## src/rtl/core/scms_pkg.sv

```systemverilog
package scms_pkg;

    // command codes on s_tuser
    localparam logic CMD_STAMP = 1'b0;
    localparam logic CMD_READ  = 1'b1;

    // register indexes, paddr[3:2]
    localparam logic [1:0] REG_COVER_SIZE   = 2'd0;
    localparam logic [1:0] REG_ORIGIN_X     = 2'd1;
    localparam logic [1:0] REG_ORIGIN_Y     = 2'd2;
    localparam logic [1:0] REG_SMOOTH_START = 2'd3;

    localparam logic [23:0] COVER_RESET  = 24'd5000;
    localparam logic [7:0]  SMOOTH_RESET = 8'd154;

    // serial divider geometry
    localparam int DIV_DW = 48;
    localparam int DIV_VW = 25;

    typedef enum logic [3:0] {
        ST_CLEAR,
        ST_IDLE,
        ST_DIV_TX,
        ST_DIV_TY,
        ST_DIV_RR,
        ST_SETUP,
        ST_TEXEL,
        ST_SQUARE,
        ST_TEST,
        ST_SQRT,
        ST_DIV_Q,
        ST_DIV_V,
        ST_WRITE,
        ST_RD_ISSUE,
        ST_RD_DATA,
        ST_FINISH
    } state_t;

    typedef struct packed {
        logic              start;
        logic [DIV_DW-1:0] dividend;
        logic [DIV_VW-1:0] divisor;
    } div_req_t;

    typedef struct packed {
        logic              done;
        logic [DIV_DW-1:0] quotient;
        logic              rem_nz;
    } div_rsp_t;

endpackage

```

## src/rtl/core/scms_div.sv

```systemverilog
module scms_div import scms_pkg::*; (
    input  logic     aclk,
    input  logic     aresetn,
    input  div_req_t req,
    output div_rsp_t rsp
);

    logic              busy_reg;
    logic              done_reg;
    logic [5:0]        cnt_reg;
    logic [DIV_VW-1:0] rem_reg;
    logic [DIV_DW-1:0] quo_reg;
    logic [DIV_VW-1:0] dvs_reg;

    logic [DIV_VW:0]   rem_sh;
    logic [DIV_VW:0]   rem_sub;
    logic              ge;

    // one quotient bit per cycle, restoring
    always_comb begin
        rem_sh  = {rem_reg, quo_reg[DIV_DW-1]};
        rem_sub = rem_sh - {1'b0, dvs_reg};
        ge      = rem_sh >= {1'b0, dvs_reg};
    end

    always_ff @(posedge aclk) begin
        if (!aresetn) begin
            busy_reg <= 1'b0;
            done_reg <= 1'b0;
            cnt_reg  <= '0;
        end else begin
            done_reg <= 1'b0;
            if (req.start) begin
                busy_reg <= 1'b1;
                cnt_reg  <= 6'(DIV_DW - 1);
            end else if (busy_reg) begin
                if (cnt_reg == '0) begin
                    busy_reg <= 1'b0;
                    done_reg <= 1'b1;
                end else begin
                    cnt_reg <= cnt_reg - 6'd1;
                end
            end
        end
    end

    always_ff @(posedge aclk) begin
        if (req.start) begin
            rem_reg <= '0;
            quo_reg <= req.dividend;
            dvs_reg <= req.divisor;
        end else if (busy_reg) begin
            rem_reg <= ge ? rem_sub[DIV_VW-1:0] : rem_sh[DIV_VW-1:0];
            quo_reg <= {quo_reg[DIV_DW-2:0], ge};
        end
    end

    assign rsp.done     = done_reg;
    assign rsp.quotient = quo_reg;
    assign rsp.rem_nz   = |rem_reg;

endmodule

```

## config.mk

```make
export PLATFORM = sky130hd
export DESIGN_NAME = scms_div
export DESIGN_NICKNAME = d
export VERILOG_FILES = /design/src/rtl/core/scms_pkg.sv /design/src/rtl/core/scms_div.sv
export SDC_FILE = /design/constraint.sdc
export NUM_CORES = 1
export LEC_CHECK = 0
export ABC_AREA = 1
export BUFFER_PORTS_ARGS = -buffer_cell sky130_fd_sc_hd__buf_4
export CORE_MARGIN = 2
export CORE_UTILIZATION = 35
export DETAILED_ROUTE_END_ITERATION = 16
export PLACE_DENSITY_LB_ADDON = 0.12
export SYNTH_ARGS = -nofsm -noshare
export SYNTH_HDL_FRONTEND = slang
export SYNTH_SLANG_ARGS = --single-unit
```

## constraint.sdc

```tcl
create_clock -name aclk -period 5.9 [get_ports aclk]
set_clock_uncertainty 0.15 [all_clocks]
set_input_delay 1.475 -clock aclk [delete_from_list [all_inputs] [get_ports aclk]]
set_output_delay 1.475 -clock aclk [all_outputs]
set_load 0.01 [all_outputs]
```

# [After elaboration in Yosys (flattened, before gate mapping)]
# Index checks and enable logic that the tools add are counted.
[classes] multipliers=0 n_addsub=2 n_eq_ne=1 order_cmp=1 div_mod_pow=0 shift=0 bitwise=3 muxes=10 n_reduce_logical=7
[ops] operator="48-bit two-way mux" n=2
[ops] operator="26-bit by 25-bit >= comparator with 1-bit output" n=1
[ops] operator="25-bit two-way mux" n=1
[ops] operator="25-bit OR reduction" n=1
[ops] operator="25-bit subtractor" n=1
[ops] operator="6-bit two-way mux" n=3
[ops] operator="6-bit logical NOT" n=1
[ops] operator="6-bit by 1-bit subtractor with 6-bit output, second input constant" n=1
[ops] operator="1-bit two-way mux" n=4
[ops] operator="2-bit AND reduction" n=2
[ops] operator="1-bit NOT" n=3
[ops] operator="3-bit OR reduction" n=1
[ops] operator="2-bit != test, second input constant" n=1
[ops] operator="2-bit nonzero test" n=1
[ops] operator="2-bit OR reduction" n=1
[word_totals] output_inout_bits=50 latch_bits=0 memories=0 mem_bits_ro=0 word_cells=31 mem_bits_rw=0 regBits=106 input_bits=76

# [Longest topological paths before layout]
[logic_depth] ltp_word=4 ltp_mapped=15 depth_no_buf=15

# [Worst setup path after synthesis]
# OpenSTA, ideal clock, no wires.
[synth_path] kind="input to register" start="input port req[73] (netlist bit)" end="register quo_reg[0], enable pin" setup_ps=431 arrival_ps=3417 path_stages=4 t_required_ps=5319 n_path_buf=2 setup_slack_ps=1902 cell_sequence="clkbuf_1 nor2_1 inv_1 clkbuf_1"
[synth_via] elab_chain_cells=1
[synth_lines] item="from (decl)" line_no="scms_div.sv:4" text="input div_req_t req,"
[synth_lines] item="2-bit nonzero test (no line)"
[synth_lines] item="to (signal assigned)" line_no="scms_div.sv:50" text="quo_reg <= req.dividend;"
[synth_lines] item="to (signal assigned)" line_no="scms_div.sv:54" text="quo_reg <= {quo_reg[DIV_DW-2:0], ge};"
[synth_lines] item="to (decl)" line_no="scms_div.sv:12" text="logic [DIV_DW-1:0] quo_reg;"
# No other way between the ends.
# A chain may end at the register's enable or synchronous reset.

==> flow_summary.toml <==
[grt]
grt_pass1_vias = 5847
grt_first_pass_wirelength_um = 28600
number_of_antenna_violations_at_the_first_check_in_global_routing = 0
gr-max-usage-layer = "met2"
track_usage_pct = 18.2
grt.met1_usage_pct = 24.0
gr-usage-met3_pct = 4.96
grt_max_degree = 77
grtUsageMet2_pct = 29.6
globalRoute.totalOverflow = 0

[synthesis]
synth_warnings = 0
postSynthNetCount = 991
netlist.top_cell.by_area = "edfxtp_1"
yosys.area.top_type_share_pct = 33.6
synth_area_per_cell_sq_um = 7.35
yosys_register_bits = 106
syn_inst = 887
synth_cell_type_count = 37
yosys-top-cells-area = "edfxtp_1 (34%), nand2_1 (21%), dfxtp_1 (10%)"
ys_seq_area_share_pct = 43.8
syn-cell-area_sq_um = 6520

[clock_tree]
ctsHoldBuffers = 0
postCtsSetupBuffers = 0
cts_htree_levels = 3
clk_pin_slew_ps = 70
ctsResizeCount = 0
cts.sink_count = 106
cts_buffers = 9
clockRootBuffer = "clkbuf_16"
tritoncts = "yes"
max_buffers_root_to_sink = 2
clkLatencyLatePin_ps = 350

[status]
outcome = "finished clean"

[power_and_ir_drop]
power_switching_share_pct = 26.4
comb_power_share_pct = 16.0
vdd_ir_drop_max_mv = 0.124
cell_internal_pwr_mw = 1.32
share_seq_of_total_power_pct = 49.7
switchingPower_mw = 0.473
p_leak_nw = 4.19
power_frac_clock_pct = 34.3
powerDensity_nw_per_um2 = 225

[die]
die_width_um = 140
placement_rows = 49
core-area_sq_um = 18100
dieHeight_um = 140
ioPinCount = 126
initial_core_util_pct = 36.0
die_area_sq_um = 19700

[route]
drt_drc_violations_left = 0
drt_iter0_markers = 310
drt-total-wl_um = 17300
ant_nets = 0
via_count = 5711
wl_per_cell_um = 13.9
detailedRoute.firstPassIterationCount = 4
detail_route.vias_per_cell = 4.61

[worst_setup_path]
type_of_destination_of_the_critical_path = "output port"
reg2reg_depth = 11
worst-path-max-fanout = 4
cp_data_required_time_ps = 4280
cp_top_family = "simple AND/OR/NAND/NOR gates"
slowest_delay_ps = 540
critical_path_cell_by_cell = "nor4_1 > nand4_1 > buf_4"
critical_path.startpoint_type = "register"
path_class = "register to output port"
critical_path_arrival_ps = 1600
timing.critical_path.slowest_stage_cell = "nor4_1"
crit_buf_inv = 1
cp.depth = 3

[layout]
largest_register_ff_count = 48
areaGrowthSynthToFinish_pct = 22.2
insertedDiodeCount = 0
drive_gt1_share_pct = 17.5
num-nets-final = 1110

[worst_hold_path]
hold_path.class = "register to register"
hold_depth = 2

[placement]
worst_setup_slack_before_clock_tree_synthesis_ps = 2620
routabilityCongestion = 0.885
port_buffers = 125
hpwl_um = 12900

[sta]
finalCriticalPeriod_ps = 3220
drv_slew = 0
fin_setup_tns_ps = 0
hold_viol = 0
grt_setup_unrepaired = "false"
timing.fmax_ghz = 0.310
max_slew_margin_pct = 39.6
setup_viol = 0
worst_margin_pin_slew_ps = 906
final_critical_path_setup_slack_ps = 2680
period_share_pct = 54.6

[flow_run]
cap_violations = 0
## worst paths after layout
| kind | end | start | slack (ps) |
|---|---|---|---|
| max | rsp[0] | rem_reg[9] | 2680 |
| min | rem_reg[19] | rem_reg[19] | 330 |
| max reg2reg | rem_reg[2] | dvs_reg[6] | 3290 |
| min reg2reg | rem_reg[19] | rem_reg[19] | 330 |
## kinds of logic (layout without fill, tap and decap cells)
kind of cell,count (synthesis),after routing,share of synthesized area [%]
adders and majority gates,28,28,5.49
buffers and inverters,169,293,10.3
xor gates and xnor gates,9,9,1.21
and+or+nand+nor,535,535,35.8
AOI/OAI and AO/OA,40,40,3.46
DFF,106,106,43.8
## layout make-up
type,count,area (sq um)
Fill cell,1865,10100
Multi-Input combinational cell,612,2990
Sequential cell,106,2850
Timing Repair Buffer,130,976
Inverter,147,552
Tap cell,229,287
Clock buffer,9,225
Clock inverter,7,76.3
## power by group through the flow
stage          clock network (mW)  registers, mW  logic [mW]
5_1_grt                     0.665          0.897       0.323
2_1_floorplan                   0          0.916       0.137
6_report                    0.614          0.890       0.288
3_5_place_dp                    0          0.905       0.294
3_3_place_gp                    0          0.907       0.291
4_1_cts                     0.640          0.891       0.293
## placed cells by master (no fill, tap or decap), types with 14 or more instances in the layout
cell	netlist	layout
ha_1	27	27
nor2_1	38	38
nand4_1	14	14
inv_1	144	143
edfxtp_1	73	73
dfxtp_1	33	33
a21oi_1	18	18
nand3_1	66	66
buf_4	3	130
nand2_1	373	373
## per-stage QoR
step / hold WS, ps / cell area [sq um] / total power, mW / instances / util [%]
finish: 329 / 7960 / 1.79 / 1240 / 44.0
global route: 339 / 7960 / 1.89 / 1240 / 44.0
CTS: 329 / 7960 / 1.82 / 1240 / 44.0
detailed placement: 317 / 7660 / 1.20 / 1224 / 42.4
global placement: 313 / 7660 / 1.20 / 1224 / 42.4
floorplan: 299 / 6520 / 1.05 / 887 / -
## metal layers
metal	vias to the layer above	wire length, um
met5	-	0
met4	0	194
met3	8	1060
met2	125	7770
met1	2560	8250
li1	3018	-
## synthesized netlist by cell type, drive strengths merged
master  count
xnor2       8
nor3       10
dfxtp      33
ha         27
edfxtp     73
a31oi       2
nand2     381
clkinv      1
xor2        1
buf         8
a21oi      20
inv       146
o21bai      3
nand3      73
fa          1
clkbuf     14
nor4        2
nand3b      8
nand4      14
nor2       47
o21ai      15
## worst reg2reg max path: stages (launching register included)
cell	delay [ps]
edfxtp_1	330
inv_1	60
ha_1	340
nand2_1	130
nor2_2	170
nand3_1	120
nand3_2	150
nand3b_4	390
nand2_8	380
nand2_1	100
nand3_1	70
o21ai_0	80
No activity file was read; power rests on OpenSTA's default activity.
